$ cat config.mk
export PLATFORM = sky130hd
export DESIGN_NAME = circular_list_with_cursor
export DESIGN_NICKNAME = d
export VERILOG_FILES = /design/src/rtl/cll_pkg.sv /design/src/rtl/cll_ram.sv /design/src/rtl/circular_list_with_cursor.sv
export SDC_FILE = /design/constraint.sdc
export NUM_CORES = 1
export LEC_CHECK = 0
export BUFFER_PORTS_ARGS = -buffer_cell sky130_fd_sc_hd__buf_4
export CAP_MARGIN = 20
export CORE_ASPECT_RATIO = 1.1
export CORE_MARGIN = 1
export CORE_UTILIZATION = 40
export DETAILED_ROUTE_END_ITERATION = 8
export GPL_TIMING_DRIVEN = 0
export REMOVE_ABC_BUFFERS = 1
export SLEW_MARGIN = 15
export SYNTH_ARGS = -nofsm -noshare
export SYNTH_HDL_FRONTEND = slang
export SYNTH_HIERARCHICAL = 1
export SYNTH_SLANG_ARGS = --single-unit
$ cat constraint.sdc
create_clock -name aclk -period 7.84 [get_ports aclk]
set_input_delay 1.568 -clock aclk [delete_from_list [all_inputs] [get_ports aclk]]
set_output_delay 1.568 -clock aclk [all_outputs]
set_load 0.05 [all_outputs]
$ cat src/rtl/cll_pkg.sv
// ----------------------------------------------------------------------------
// cll_pkg
// Shared constants for the circular list manager: pool size, field widths
// and command codes.
// ----------------------------------------------------------------------------
package cll_pkg;

    // Node pool
    localparam int MAX_NODES = 64;
    localparam int ADDR_W    = (MAX_NODES > 1) ? $clog2(MAX_NODES) : 1;

    // Field widths of the stream payloads
    localparam int CMD_W     = 3;
    localparam int NODE_ID_W = 6;
    localparam int COUNT_W   = 7;

    // Command codes
    localparam logic [CMD_W-1:0] CMD_CLEAR         = 3'd0;
    localparam logic [CMD_W-1:0] CMD_ADD_TAIL      = 3'd1;
    localparam logic [CMD_W-1:0] CMD_ADD_CURSOR    = 3'd2;
    localparam logic [CMD_W-1:0] CMD_REMOVE        = 3'd3;
    localparam logic [CMD_W-1:0] CMD_INSERT_CURSOR = 3'd4;

endpackage

$ cat src/rtl/cll_ram.sv
// ----------------------------------------------------------------------------
// cll_ram
// Simple dual-port RAM: one write port, one read port, registered read data.
// ----------------------------------------------------------------------------
module cll_ram #(
    parameter int WIDTH = 8,
    parameter int DEPTH = 64
) (
    input  logic                                  clk,
    input  logic                                  we,
    input  logic [((DEPTH > 1) ? $clog2(DEPTH) : 1)-1:0] waddr,
    input  logic [WIDTH-1:0]                      wdata,
    input  logic [((DEPTH > 1) ? $clog2(DEPTH) : 1)-1:0] raddr,
    output logic [WIDTH-1:0]                      rdata
);

    logic [WIDTH-1:0] mem [DEPTH];

    // Write port and registered read port
    always_ff @(posedge clk) begin
        if (we) begin
            mem[waddr] <= wdata;
        end
        rdata <= mem[raddr];
    end

endmodule

$ cat src/rtl/circular_list_with_cursor.sv
// ----------------------------------------------------------------------------
// circular_list_with_cursor
// Round-robin circular doubly linked list over a fixed pool of node ids.
// ----------------------------------------------------------------------------
// One command is taken per transaction: clear, add at the tail (before the
// head), add before the cursor, remove a node, or insert before the cursor
// and make the new node the cursor. The next and prev links live in two RAMs
// with one write and one registered read port each; the linked bits, head,
// cursor and count are flip-flops. A command passes through the RAM read at
// acceptance, the execute state and the result load; an add into a non-empty
// list also passes through a second link state, because its four link
// updates do not all fit on the two single write ports at once. s_tready
// returns in the cycle after the result is loaded, even while that result
// still waits on m_tready, so a new command is taken only once the last
// one's result is loaded; a second finished result waits until the first is
// taken.
// ----------------------------------------------------------------------------
module circular_list_with_cursor
    import cll_pkg::*;
(
    input  logic        aclk,
    input  logic        aresetn,
    // Command stream
    input  logic        s_tvalid,
    output logic        s_tready,
    input  logic [15:0] s_tdata,   // [2:0] cmd, [8:3] node_id, [15:9] zero
    // Result stream
    output logic        m_tvalid,
    input  logic        m_tready,
    output logic [23:0] m_tdata    // [0] ok, [7:1] count, [13:8] first_node,
                                   // [19:14] cursor_node, [20] is_empty,
                                   // [23:21] zero
);

    typedef enum logic [1:0] {
        S_IDLE,
        S_EXEC,
        S_LINK2,
        S_DONE
    } state_t;

    typedef enum logic [2:0] {
        OP_REJECT,
        OP_CLEAR,
        OP_SOLE,
        OP_LINK,
        OP_UNLINK
    } op_t;

    typedef struct packed {
        logic                 is_empty;
        logic [NODE_ID_W-1:0] cursor_node;
        logic [NODE_ID_W-1:0] first_node;
        logic [COUNT_W-1:0]   count;
        logic                 ok;
    } result_t;

    state_t               state_reg;
    op_t                  op_reg;
    logic [NODE_ID_W-1:0] node_reg;
    logic [NODE_ID_W-1:0] at_reg;
    logic [NODE_ID_W-1:0] pv_reg;
    logic                 ins_reg;

    logic [MAX_NODES-1:0] linked_reg;
    logic [NODE_ID_W-1:0] head_reg;
    logic [NODE_ID_W-1:0] cursor_reg;
    logic [COUNT_W-1:0]   count_reg;

    logic                 m_tvalid_reg;
    result_t              result_reg;
    logic                 result_load;

    // Input fields
    logic [CMD_W-1:0]     in_cmd;
    logic [NODE_ID_W-1:0] in_node;
    logic                 in_pool;
    logic                 in_linked;
    logic                 is_add;
    op_t                  in_op;
    logic [NODE_ID_W-1:0] in_at;

    // RAM ports
    logic                 nx_we;
    logic [ADDR_W-1:0]    nx_waddr;
    logic [NODE_ID_W-1:0] nx_wdata;
    logic [NODE_ID_W-1:0] nx_rdata;
    logic                 pv_we;
    logic [ADDR_W-1:0]    pv_waddr;
    logic [NODE_ID_W-1:0] pv_wdata;
    logic [NODE_ID_W-1:0] pv_rdata;
    logic [ADDR_W-1:0]    rd_addr;
    logic                 accept;

    assign in_cmd    = s_tdata[CMD_W-1:0];
    assign in_node   = s_tdata[CMD_W +: NODE_ID_W];
    assign in_pool   = 32'(in_node) < MAX_NODES;
    assign in_linked = linked_reg[ADDR_W'(in_node)];
    assign is_add    = (in_cmd == CMD_ADD_TAIL) || (in_cmd == CMD_ADD_CURSOR)
                    || (in_cmd == CMD_INSERT_CURSOR);
    assign in_at     = (in_cmd == CMD_ADD_TAIL) ? head_reg : cursor_reg;

    assign s_tready = (state_reg == S_IDLE);
    assign accept   = s_tvalid && s_tready;

    // Load the result when the output register is free or being emptied
    assign result_load = (state_reg == S_DONE) && (!m_tvalid_reg || m_tready);

    // Classify the command against the current list state
    always_comb begin
        in_op = OP_REJECT;
        if (in_cmd == CMD_CLEAR) begin
            in_op = OP_CLEAR;
        end else if (is_add) begin
            if (in_pool && !in_linked) begin
                in_op = (count_reg == '0) ? OP_SOLE : OP_LINK;
            end
        end else if (in_cmd == CMD_REMOVE) begin
            if (in_pool && in_linked) begin
                in_op = OP_UNLINK;
            end
        end
    end

    // Read the removed node's links, or the anchor's prev link for an add
    assign rd_addr = (in_cmd == CMD_REMOVE) ? ADDR_W'(in_node) : ADDR_W'(in_at);

    // Link write-back
    always_comb begin
        nx_we    = 1'b0;
        nx_waddr = ADDR_W'(node_reg);
        nx_wdata = node_reg;
        pv_we    = 1'b0;
        pv_waddr = ADDR_W'(node_reg);
        pv_wdata = node_reg;
        case (state_reg)
            S_EXEC: begin
                case (op_reg)
                    OP_SOLE: begin
                        nx_we = 1'b1;
                        pv_we = 1'b1;
                    end
                    OP_LINK: begin
                        // next[n] = anchor, prev[anchor] = n
                        nx_we    = 1'b1;
                        nx_wdata = at_reg;
                        pv_we    = 1'b1;
                        pv_waddr = ADDR_W'(at_reg);
                    end
                    OP_UNLINK: begin
                        // next[pv] = nx, prev[nx] = pv
                        if (count_reg > COUNT_W'(1)) begin
                            nx_we    = 1'b1;
                            nx_waddr = ADDR_W'(pv_rdata);
                            nx_wdata = nx_rdata;
                            pv_we    = 1'b1;
                            pv_waddr = ADDR_W'(nx_rdata);
                            pv_wdata = pv_rdata;
                        end
                    end
                    default: begin
                    end
                endcase
            end
            S_LINK2: begin
                // next[p] = n, prev[n] = p
                nx_we    = 1'b1;
                nx_waddr = ADDR_W'(pv_reg);
                pv_we    = 1'b1;
                pv_wdata = pv_reg;
            end
            default: begin
            end
        endcase
    end

    cll_ram #(
        .WIDTH(NODE_ID_W),
        .DEPTH(MAX_NODES)
    ) u_next_ram (
        .clk  (aclk),
        .we   (nx_we),
        .waddr(nx_waddr),
        .wdata(nx_wdata),
        .raddr(rd_addr),
        .rdata(nx_rdata)
    );

    cll_ram #(
        .WIDTH(NODE_ID_W),
        .DEPTH(MAX_NODES)
    ) u_prev_ram (
        .clk  (aclk),
        .we   (pv_we),
        .waddr(pv_waddr),
        .wdata(pv_wdata),
        .raddr(rd_addr),
        .rdata(pv_rdata)
    );

    // Sequencer, list registers and result register
    always_ff @(posedge aclk) begin
        if (!aresetn) begin
            state_reg    <= S_IDLE;
            op_reg       <= OP_REJECT;
            linked_reg   <= '0;
            head_reg     <= '0;
            cursor_reg   <= '0;
            count_reg    <= '0;
            m_tvalid_reg <= 1'b0;
        end else begin
            // Raise valid on a load, drop it once the result is taken
            if (result_load) begin
                m_tvalid_reg <= 1'b1;
            end else if (m_tready) begin
                m_tvalid_reg <= 1'b0;
            end
            case (state_reg)
                S_IDLE: begin
                    if (accept) begin
                        op_reg    <= in_op;
                        node_reg  <= in_node;
                        at_reg    <= in_at;
                        ins_reg   <= (in_cmd == CMD_INSERT_CURSOR);
                        state_reg <= S_EXEC;
                    end
                end
                S_EXEC: begin
                    state_reg <= S_DONE;
                    case (op_reg)
                        OP_CLEAR: begin
                            linked_reg <= '0;
                            head_reg   <= '0;
                            cursor_reg <= '0;
                            count_reg  <= '0;
                        end
                        OP_SOLE: begin
                            linked_reg[ADDR_W'(node_reg)] <= 1'b1;
                            head_reg   <= node_reg;
                            cursor_reg <= node_reg;
                            count_reg  <= COUNT_W'(1);
                        end
                        OP_LINK: begin
                            linked_reg[ADDR_W'(node_reg)] <= 1'b1;
                            count_reg <= count_reg + COUNT_W'(1);
                            if (ins_reg) begin
                                cursor_reg <= node_reg;
                            end
                            pv_reg    <= pv_rdata;
                            state_reg <= S_LINK2;
                        end
                        OP_UNLINK: begin
                            linked_reg[ADDR_W'(node_reg)] <= 1'b0;
                            if (count_reg <= COUNT_W'(1)) begin
                                head_reg   <= '0;
                                cursor_reg <= '0;
                                count_reg  <= '0;
                            end else begin
                                // Advance head or cursor past the removed node
                                if (head_reg == node_reg) begin
                                    head_reg <= nx_rdata;
                                end
                                if (cursor_reg == node_reg) begin
                                    cursor_reg <= nx_rdata;
                                end
                                count_reg <= count_reg - COUNT_W'(1);
                            end
                        end
                        default: begin
                        end
                    endcase
                end
                S_LINK2: begin
                    state_reg <= S_DONE;
                end
                S_DONE: begin
                    // Load the result when the output register is free
                    if (result_load) begin
                        result_reg.ok          <= (op_reg != OP_REJECT);
                        result_reg.count       <= count_reg;
                        result_reg.first_node  <= head_reg;
                        result_reg.cursor_node <= cursor_reg;
                        result_reg.is_empty    <= (count_reg == '0);
                        state_reg              <= S_IDLE;
                    end
                end
                default: begin
                    state_reg <= S_IDLE;
                end
            endcase
        end
    end

    assign m_tvalid = m_tvalid_reg;
    assign m_tdata  = {3'b000, result_reg};

    // An empty list reports head and cursor as zero
    a_empty_zero: assert property (@(posedge aclk) disable iff (!aresetn)
        (count_reg == '0) |-> (head_reg == '0) && (cursor_reg == '0))
        else $error("empty list with nonzero head or cursor");

    // The count tracks the number of linked nodes
    a_count_linked: assert property (@(posedge aclk) disable iff (!aresetn)
        $countones(linked_reg) == int'(count_reg))
        else $error("count disagrees with linked bits");

    // Head and cursor point at linked nodes between commands
    a_ends_linked: assert property (@(posedge aclk) disable iff (!aresetn)
        (state_reg == S_IDLE) && (count_reg != '0) |->
            linked_reg[ADDR_W'(head_reg)] && linked_reg[ADDR_W'(cursor_reg)])
        else $error("head or cursor not linked");

endmodule
[Word-level counts from Yosys, hierarchy flattened]
Memories as Yosys holds them, arrays and structs flattened. A register that Yosys moved wholly into a read port is not among the register bits.
Cells that the tools add are included.
Operators by class
  add/subtract/negate cells: 2
  order comparisons: 5
  equality and inequality tests: 18
  multiplexer cells: 39
  bitwise gates (word level): 3
  reduce and logical (&&, ||, !) cells: 25
Operators by type and width (count)
  64-bit case mux with 3 select lines: 1
  6-bit two-way mux: 11
  64-bit bitwise AND: 1
  64-bit inverter: 1
  64-bit bitwise OR: 1
  7-bit case mux with 4 select lines: 1
  6-bit case mux with 2 select lines: 2
  6-bit case mux with 4 select lines: 1
  6-bit case mux with 3 select lines: 1
  6-bit by 7-bit < comparator with 1-bit output, second input constant: 2
  3-bit by 2-bit == test with 1-bit output, second input constant: 4
  6-bit == test: 2
  3-bit two-way mux: 4
  3-bit AND reduction: 4
  1-bit two-way mux: 9
  3-bit nonzero test: 3
  2-bit case mux with 4 select lines: 1
  2-bit AND reduction: 4
  7-bit by 1-bit adder with 7-bit output, second input constant: 1
  7-bit by 1-bit greater-than comparator with 1-bit output, second input constant: 1
  7-bit by 1-bit <= comparator with 1-bit output, second input constant: 1
  7-bit zero test: 1
  7-bit two-way mux: 1
  7-bit by 1-bit subtractor with 7-bit output, second input constant: 1
  other kinds (21): 33
Word-level totals
  bits in registers: 129
  RAM bits: 768
  output and inout bits: 26
  logic and storage cells: 110
  memories: 2
Memory list
  u_next_ram.mem: depth 64, bits a word 6, rd ports 1, clocked after memory_dff 1, write ports 1, line cll_ram.sv:17  | logic [WIDTH-1:0] mem [DEPTH];
  u_prev_ram.mem: depth 64, bits a word 6, rd ports 1, clocked after memory_dff 1, write ports 1, line cll_ram.sv:17

[Longest topological paths before layout]
Gate-level depths: netlist of run 1.
  depth after elaboration: 7
  depth in mapped cells: 13

[Modules after synthesis]
Netlist of run 1, hierarchy kept.
By module, submodules not included
  cll_ram: times used 2, cells an instance 720, area an instance 15225.9 µm², sequential area each 11651.2 µm²
  circular_list_with_cursor: times used 1, cells an instance 796, area an instance 7085.5 µm², sequential area each 2982.9 µm²

[Least setup slack after synthesis of run 1]
OpenSTA, ideal clock, no wires.
  path kind: register to register
  start point: register count_reg[1]
  end point: memory u_prev_ram/mem[33][0] in the netlist's numbering (enable)
  arrival time: 5.536 ns
  setup slack: 1.939 ns
  stages on the path, launching flop included: 11
  cell sequence: dfxtp_1 inv_1 ha_1 o211ai_1 and2_1 buf_6 buf_2 a22oi_1 o21ai_0 nand3_1 nor2_1
RTL lines
  from (decl): line circular_list_with_cursor.sv:68  | logic [COUNT_W-1:0] count_reg;
  from (signal assigned): line circular_list_with_cursor.sv:245  | count_reg <= count_reg + COUNT_W'(1);
  from (signal assigned): line circular_list_with_cursor.sv:266  | count_reg <= count_reg - COUNT_W'(1);
  7-bit by 1-bit greater-than comparator with 1-bit output: line circular_list_with_cursor.sv:152  | if (count_reg > COUNT_W'(1)) begin
  6-bit two-way mux
  6-bit case mux with 2 select lines
  6-bit two-way mux
  named net nx_wdata[0]: line circular_list_with_cursor.sv:86  | logic [NODE_ID_W-1:0] nx_wdata;
  to (decl): line cll_ram.sv:17
The timed path passes the listed nets, and every way through them passes these cells.

[Worst setup path after layout of run 1]
  start point: register state_reg[1]
  end point: memory u_next_ram/mem[47][2] in the netlist's numbering (enable)
RTL lines
  from (decl): line circular_list_with_cursor.sv:58  | state_t state_reg;
  from (signal assigned): line circular_list_with_cursor.sv:204  | state_reg <= S_IDLE;
  from (signal assigned): line circular_list_with_cursor.sv:225  | state_reg <= S_EXEC;
  from (signal assigned): line circular_list_with_cursor.sv:229  | state_reg <= S_DONE;
  2-bit == test or 2-bit by 1-bit == test with 1-bit output (tied branches): line circular_list_with_cursor.sv:136  | case (state_reg)
  6-bit case mux with 2 select lines (*): line circular_list_with_cursor.sv:136
  named net nx_waddr[2]: line circular_list_with_cursor.sv:85  | logic [ADDR_W-1:0] nx_waddr;
  to (decl): line cll_ram.sv:17
The timed path passes the listed nets; every way through them passes the cells marked *.

==> results by group, run 1 <==
Outcome
  • Status: finished clean

Logic synthesis
  • Seq/Total Area, Yosys: 0.700
  • Post-synth top area share: 0.646
  • EDFF count, synth: between 800 and 900
  • FF+latch count, synth: 909
  • Async S/R FF share, synth: 0
  • Cell count after synthesis: approximately 2,200
  • Yosys warnings: 6
  • Yosys cell types: 74
  • Top area cells in the synthesized netlist: edfxtp_1 (65%), mux4_2 (10%), dfxtp_1 (5.4%)
  • Cell taking the most area after synthesis: edfxtp_1
  • Post-Syn Area: ~38,000 um2
  • Synth Flop Type: edfxtp_1
  • Syn Area/Cell: around 17 um2

STA
  • Final worst path period share: 0.714
  • Worst setup margin: 2.24 ns
  • Worst Max-Slew Pin Slew: 1.03 ns
  • Slew margin rel.: 0.313
  • Setup TNS: 0 ns
  • Final Hold Viols: 0
  • Layout Skew: between 0.08 and 0.09 ns
  • Max Clk Rate: 0.179 GHz
  • Max Slew Vio Count: 0
  • Min cycle time layout: roughly 5.6 ns
  • Final Setup Violations: 0
  • RSZ-0062 raised after global routing: no

CTS
  • # H-tree levels: 3
  • Total CTS buffers: between 90 and 100
  • Clock transition at path regs: ~0.060 ns
  • CTS root buf: clkbuf_16
  • Clock tree from TritonCTS: built
  • Resize count post-CTS: 0
  • Bufs on Longest Clock Path: 3
  • Clk sinks: just over 900
  • Post-CTS setup buffers: 0
  • Clock latency on the worst-skew pair: approximately 0.70 ns
  • Post-CTS Hold Fix Bufs: 0

Routing
  • Vias per inst: 5.75
  • Iter 0 DRT Violations: 1,838
  • Met2 layer wire length in the routed design: 42,500 um
  • Vias: around 20,000
  • DRC errors left: 0
  • Total Routed Length: approximately 87,000 um
  • M1 wire length: 35,800 um
  • Metal3 WL: 5350 um
  • DRT Pass-1 Iters: 5
  • Top sig layer: met4
  • Routed Antenna Nets: 0
  • Average wire per standard cell: ~24 um

Job
  • Max cap viols: 0

Finish
  • Number of diodes: 0
  • Final instance area: approximately 42,000 um2
  • Fin nets: 2,265
  • Fill cell count: around 7,900
  • Share of cells above drive strength 1: 0.192
  • Fin util: 0.455
  • Area grow syn2layout: 12.4%

GRT
  • Gr ovfl total: 0
  • Initial antenna violation count: 0
  • First-pass GRT wire length: roughly 130,000 um
  • Pin count of the biggest net entering global routing: 94
  • Total GRT Usage: 0.182
  • Vias in the first global route: a little over 20,000

Floorplan
  • IO Pins: between 40 and 50
  • Die X: about 290 um
  • Core Area: 92,800 um2
  • Number of cell rows: around 120
  • Starting Density: 0.404
  • Die area: 95,100 um2
  • Die height: approximately 320 um

Worst setup path
  • Critical path class: reg2reg
  • CP required: between 8 and 9 ns
  • WP data arrival: just under 6 ns
  • Worst setup EP type: flip-flop
  • Worst-path fanout max: 74
  • Worst setup SP type: flip-flop

Place
  • DP Wirelength: about 52,000 um
  • Pre-CTS setup slack: between 2 and 2.5 ns
  • IO buf count: 35
  • Placed Area: approximately 39,000 um2
  • Last weighted congestion value of the routability-driven placer: 0.849

Pwr
  • Leak: about 13 nW
  • VDD IR-drop max: 0.233 mV
  • Power Density: between 300 and 400 nW/um2

Min path
  • Worst Hold Class: reg2reg
[through the flow]
stage,cells,power [mW],hold slack [ns]
after floorplan,2079,7.58,0.409
after global placement,3363,8.53,0.424
final,3559,12.7,0.444
after CTS,3556,12.8,0.433
after global routing,3559,13.1,0.453
after detailed placement,3388,8.50,0.430
[layout by cell type (no fill, tap or decap), types with 8 or more instances in the layout]
| cell | netlist | final |
|---|---|---|
| a211oi_1 | 15 | 15 |
| a21boi_0 | 36 | 36 |
| a21oi_1 | 108 | 108 |
| a22oi_1 | 29 | 29 |
| a32o_1 | 13 | 13 |
| and2_1 | 9 | 9 |
| and3_1 | 13 | 13 |
| buf_16 | 0 | 13 |
| buf_4 | 12 | 36 |
| clkbuf_1 | 63 | 17 |
| clkbuf_16 | 0 | 94 |
| clkinv_1 | 1 | 20 |
| clkinv_2 | 0 | 19 |
| dfxtp_1 | 101 | 101 |
| edfxtp_1 | 808 | 808 |
| inv_1 | 8 | 8 |
| mux2_2 | 30 | 27 |
| mux2i_1 | 63 | 63 |
| mux4_1 | 12 | 12 |
| mux4_2 | 174 | 174 |
| nand2_1 | 76 | 76 |
| nand2b_1 | 19 | 19 |
| nand3_1 | 51 | 51 |
| nand3b_1 | 9 | 9 |
| nor2_1 | 176 | 173 |
| nor2b_1 | 24 | 24 |
| nor3_1 | 18 | 17 |
| o211a_1 | 8 | 8 |
| o21ai_0 | 86 | 80 |
| o21ai_1 | 15 | 15 |
| o221ai_1 | 19 | 19 |
| o22a_1 | 12 | 12 |
| o22ai_1 | 27 | 27 |
| xnor2_1 | 8 | 8 |
[metal layers]
layer  track usage  up-vias
li1              -     8932
met1         0.241    10700
met2         0.296      680
met3        0.0323      167
met4        0.0737        0
met5             0        -
[area by class of cell]
class,count,area (um2),share of cell area
Sequential cell,909,26300,0.623
Multi-Input combinational cell,1161,10500,0.249
Clock buffer,117,2500,0.0592
Tap cell,1249,1560,0.0370
Timing Repair Buffer,63,827,0.0196
Clock inverter,51,490,0.0116
Inverter,9,33.8,0.000801
[worst max-delay path, cell delays in order, from the launching register on]
cell	delay [ns]
dfxtp_1	0.35
inv_1	0.10
ha_1	0.77
clkinv_1	0.97
o21ai_2	0.65
a22o_4	0.71
nand4_1	0.73
nor2_1	0.81
[synth_stat cells (all sizes together) (31+ instances only)]
cell    instances
o21ai         104
clkbuf         65
nor2          179
a21oi         108
dfxtp         101
mux4          186
buf            94
a21boi         40
a22oi          31
nand2          76
mux2i          63
edfxtp        808
nand3          52
[power by group]
group          switching [mW]  leakage (nW)  internal, mW
registers              0.0973          8.12          5.80
clock network            1.85          1.47          2.44
logic                    1.65          3.49         0.829
[final timing paths]
kind | from | to | slack (ns) | cells past startpoint
worst max register to register | state_reg[1] | u_next_ram/mem[47][2] | 2.24 | 7
worst min register to register | u_prev_ram/rdata[5] | pv_reg[5] | 0.44 | 0
worst min-delay path | u_prev_ram/rdata[5] | pv_reg[5] | 0.44 | 0
worst max-delay path | state_reg[1] | u_next_ram/mem[47][2] | 2.24 | 7
[logic make-up (layout without fill, tap and decap cells)]
| kind of cell | Yosys count | count (layout) | synth area share |
|---|---|---|---|
| AO/OA/AOI/OAI | 412 | 412 | 0.0714 |
| XOR/XNOR | 15 | 15 | 0.00350 |
| adder cells (fa/ha/maj) | 7 | 7 | 0.00233 |
| buffers and inverters | 168 | 240 | 0.0256 |
| flip-flops | 909 | 909 | 0.700 |
| multiplexers | 279 | 279 | 0.139 |
| other | 1 | 3 | 0.0000999 |
| AND/OR/NAND/NOR | 445 | 445 | 0.0582 |
(Power assumes the default switching activity.)
==> run 2, diff against run 1 <==
ABC_AREA = 1   (was default)
clock period = 4.51 ns   (was 7.84 ns; I/O delays follow)
==> run 2 against run 1 <==
- final area rose by 7.3%
- register-to-register slack worse by 2.2 ns
- critical path type unchanged
- worst setup slack lost 2.2 ns
==> results by group, run 2 <==
Outcome
  • Status: finished clean

Finish
  • Most common cell after layout, fill and taps aside: nand2_1
  • Share of cells above drive strength 1: 0.106 (-0.0854)
  • Fin nets: 3,796 (+68%)
  • Number of diodes: 0 (unchanged)
  • Fill cell count: 8,669 (+9.5%)
  • Multi-input logic area: 11,600 um2 (+11%)
  • Register area: 26,300 um2 (unchanged)
  • Most frequent cells in the layout: nand2_1 (1,205), edfxtp_1 (808), nand3_1 (740)
  • Area grow syn2layout: 16.0%

STA
  • Slew margin rel.: 0.300 (-0.0125)
  • Max Slew Vio Count: 0 (unchanged)
  • RSZ-0062 raised after global routing: yes
  • Final worst path period share: 0.981 (+0.267)
  • Layout Skew: 0.0371 ns (-0.0462 ns)
  • Worst Max-Slew Pin Slew: 1.05 ns (+0.0188 ns)
  • Min cycle time layout: 4.42 ns (-1.17 ns)
  • Final Setup Violations: 0 (unchanged)
  • Max Clk Rate: 0.226 GHz (+27%)
  • Hold_ws: 0.425 ns (-0.0191 ns)
  • Final Hold Viols: 0 (unchanged)

Worst setup path
  • Worst-path fanout max: 25 (-66%)
  • WP data arrival: 4.72 ns (-1.13 ns)
  • Worst setup EP type: flip-flop
  • Worst r2r src: op_reg[0]
  • Flop-to-flop setup slack: 0.09 ns (-2.16 ns)
  • FF-to-FF End: u_next_ram/mem[40][3]
  • CP required: 4.81 ns (-3.28 ns)
  • Worst setup SP type: flip-flop
  • R2R cell count: 11 (+4)
  • Critical path class: reg2reg

Floorplan
  • Number of cell rows: 119 (+1.7%)
  • Die X: 300 um (+2.0%)
  • Die height: 330 um (+2.0%)
  • Die area: 98,800 um2 (+4.0%)
  • IO Pins: 46 (unchanged)
  • Core Area: 96,200 um2 (+3.6%)
  • Starting Density: 0.406 (+0.00141)

Routing
  • Vias: 27,500 (+34%)
  • Average wire per standard cell: 20.0 um (-18%)
  • DRC errors left: 0 (unchanged)
  • Vias per inst: 5.37 (-6.6%)
  • Routed Antenna Nets: 0 (unchanged)
  • Total Routed Length: 102,000 um (+18%)
  • Iter 0 DRT Violations: 2,712 (+48%)
  • DRT Pass-1 Iters: 6 (+1)

Pwr
  • VDD IR-drop max: 0.336 mV (+44%)
  • Logic gate share of total power: 0.266 (+0.070)
  • Pint: 16.7 mW (+84%)
  • Clk pwr share: 0.308 (-0.031)
  • Part of the power in registers: 0.426 (-0.039)
  • Power Density: 547 nW/um2 (+82%)
  • Switch Pwr: 8.08 mW (+120%)
  • Leak: 15.9 nW (+22%)
  • Total power: 24.8 mW (+96%)
  • Sw frac: 0.326 (+0.0416)

Logic synthesis
  • Post-Syn Area: 39,000 um2 (+4.0%)
  • Post-synth top area share: 0.622 (-0.0248)
  • FF+latch count, synth: 909 (unchanged)
  • Top area cells in the synthesized netlist: edfxtp_1 (62%), nand2_1 (12%), nand3_1 (9.5%)
  • Seq/Total Area, Yosys: 0.673 (-0.0269)
  • Cell count after synthesis: 3,735 (+67%)
  • EDFF count, synth: 808 (unchanged)
  • Yosys cell types: 44 (-41%)
  • Yosys warnings: 6 (unchanged)
  • Async S/R FF share, synth: 0 (unchanged)
  • Count leader, synth: nand2_1
  • Syn Area/Cell: 10.5 um2 (-38%)
  • Synth top cells by count: nand2_1 (1,205), edfxtp_1 (808), nand3_1 (740)
  • Cell taking the most area after synthesis: edfxtp_1
  • Synth Flop Type: edfxtp_1

CTS
  • Clock tree from TritonCTS: built
  • Clock transition at path regs: 0.06 ns (about the same)
  • CTS root buf: clkbuf_16
  • Total CTS buffers: 94 (unchanged)
  • Clk sinks: 909 (unchanged)
  • Post-CTS Hold Fix Bufs: 0 (unchanged)
  • # H-tree levels: 3 (unchanged)
  • Bufs on Longest Clock Path: 3 (unchanged)
  • Clock latency on the worst-skew pair: 0.69 ns (about the same)

Place
  • DP Wirelength: 63,700 um (+21%)
  • Last weighted congestion value of the routability-driven placer: 0.818 (-3.6%)
  • IO buf count: 35 (unchanged)

GRT
  • First-pass GRT wire length: 156,000 um (+20%)
  • Initial antenna violation count: 0 (unchanged)
  • Vias in the first global route: 25,900 (+26%)
  • Gr ovfl total: 0 (unchanged)
  • Pin count of the biggest net entering global routing: 99 (+5.3%)
  • Total GRT Usage: 0.204 (+0.0223)

Min path
  • Worst Hold Class: reg2reg
  • Hold Path Sink: pv_reg[4]
  • Hold Path Stages: 0 (unchanged)
  • Min-delay src: u_prev_ram/rdata[4]

Job
  • Max cap viols: 0 (unchanged)
[run 2: kinds of logic (layout without fill, tap and decap cells)]
family,after synthesis,count (layout),synth area share
AND/OR/NAND/NOR,2260,2260,0.248
flip-flops,909,909,0.673
buffers and inverters,312,420,0.0394
AO/OA/AOI/OAI,231,231,0.0332
XOR/XNOR,15,15,0.00337
adder cells (fa/ha/maj),7,7,0.00224
other,1,3,0.0000961
[run 2: cell type report]
class                   count  area share
flip-flops and latches    909       0.581
well taps                1270      0.0351
inverters                  84     0.00785
multi-input cells        2516       0.256
clock buffers             112      0.0535
clock inverters            60      0.0137
repair buffers            164      0.0528
[run 2: worst max path at each step]
stage	start	to	slack, ns	cells after the start
after floorplan	s_tdata[2]	u_next_ram/rdata[3]	-29.80	12
after global placement	s_tdata[3]	u_next_ram/rdata[2]	-67.04	12
after detailed placement	state_reg[1]	u_prev_ram/mem[60][1]	-1.14	9
after CTS	op_reg[0]	u_prev_ram/mem[31][4]	-0.22	11
after global routing	op_reg[0]	u_next_ram/mem[8][4]	-0.14	11
final	op_reg[0]	u_next_ram/mem[40][3]	0.09	11
[run 2: power by group through the flow]
| stage | Sequential [mW] | Clock [mW] | Combinational, mW |
|---|---|---|---|
| 2_1_floorplan | 10.9 | 0 | 3.89 |
| 3_3_place_gp | 10.5 | 0 | 5.04 |
| 3_5_place_dp | 10.7 | 0 | 6.41 |
| 4_1_cts | 10.6 | 7.76 | 6.52 |
| 5_1_grt | 10.6 | 8.06 | 7.07 |
| 6_report | 10.6 | 7.63 | 6.58 |
[run 2: worst max-delay path, cell delays in order (launching register included)]
cell,delay [ns]
dfxtp_1,0.35
nor2_1,0.15
nand2_1,0.17
inv_2,0.44
nand2_4,0.26
o21ai_0,0.27
a22oi_2,0.25
buf_6,0.27
buf_6,0.18
inv_1,0.21
nand4_1,0.68
nor2_1,0.77
[run 2: what timing repair did]
| action | in CTS | in global routing |
|---|---|---|
| buffers inserted | 26 | 8 |
| pin swaps | 8 | 4 |
| endpoints found under the setup margin | 609 | 264 |
| resized for setup | 22 | 12 |
[run 2: metal layers]
layer	track usage	wire length, um
met3	0.0271	6320
met4	0.0703	2740
met2	0.338	49700
met1	0.275	43300
met5	0	0
[run 2: metrics by stage]
step                cell area (um2)  utilization  instances  setup TNS (ns)  worst slack, ns
floorplan                     37800            -       3509         -635.26           -29.80
global placement              39700        0.413       4814        -6914.40           -67.04
detailed placement            41800        0.435       4907         -334.37            -1.14
CTS                           45100        0.469       5105           -6.71           -0.221
global route                  45300        0.471       5115           -7.21           -0.143
finish                        45300        0.471       5115               0           0.0862
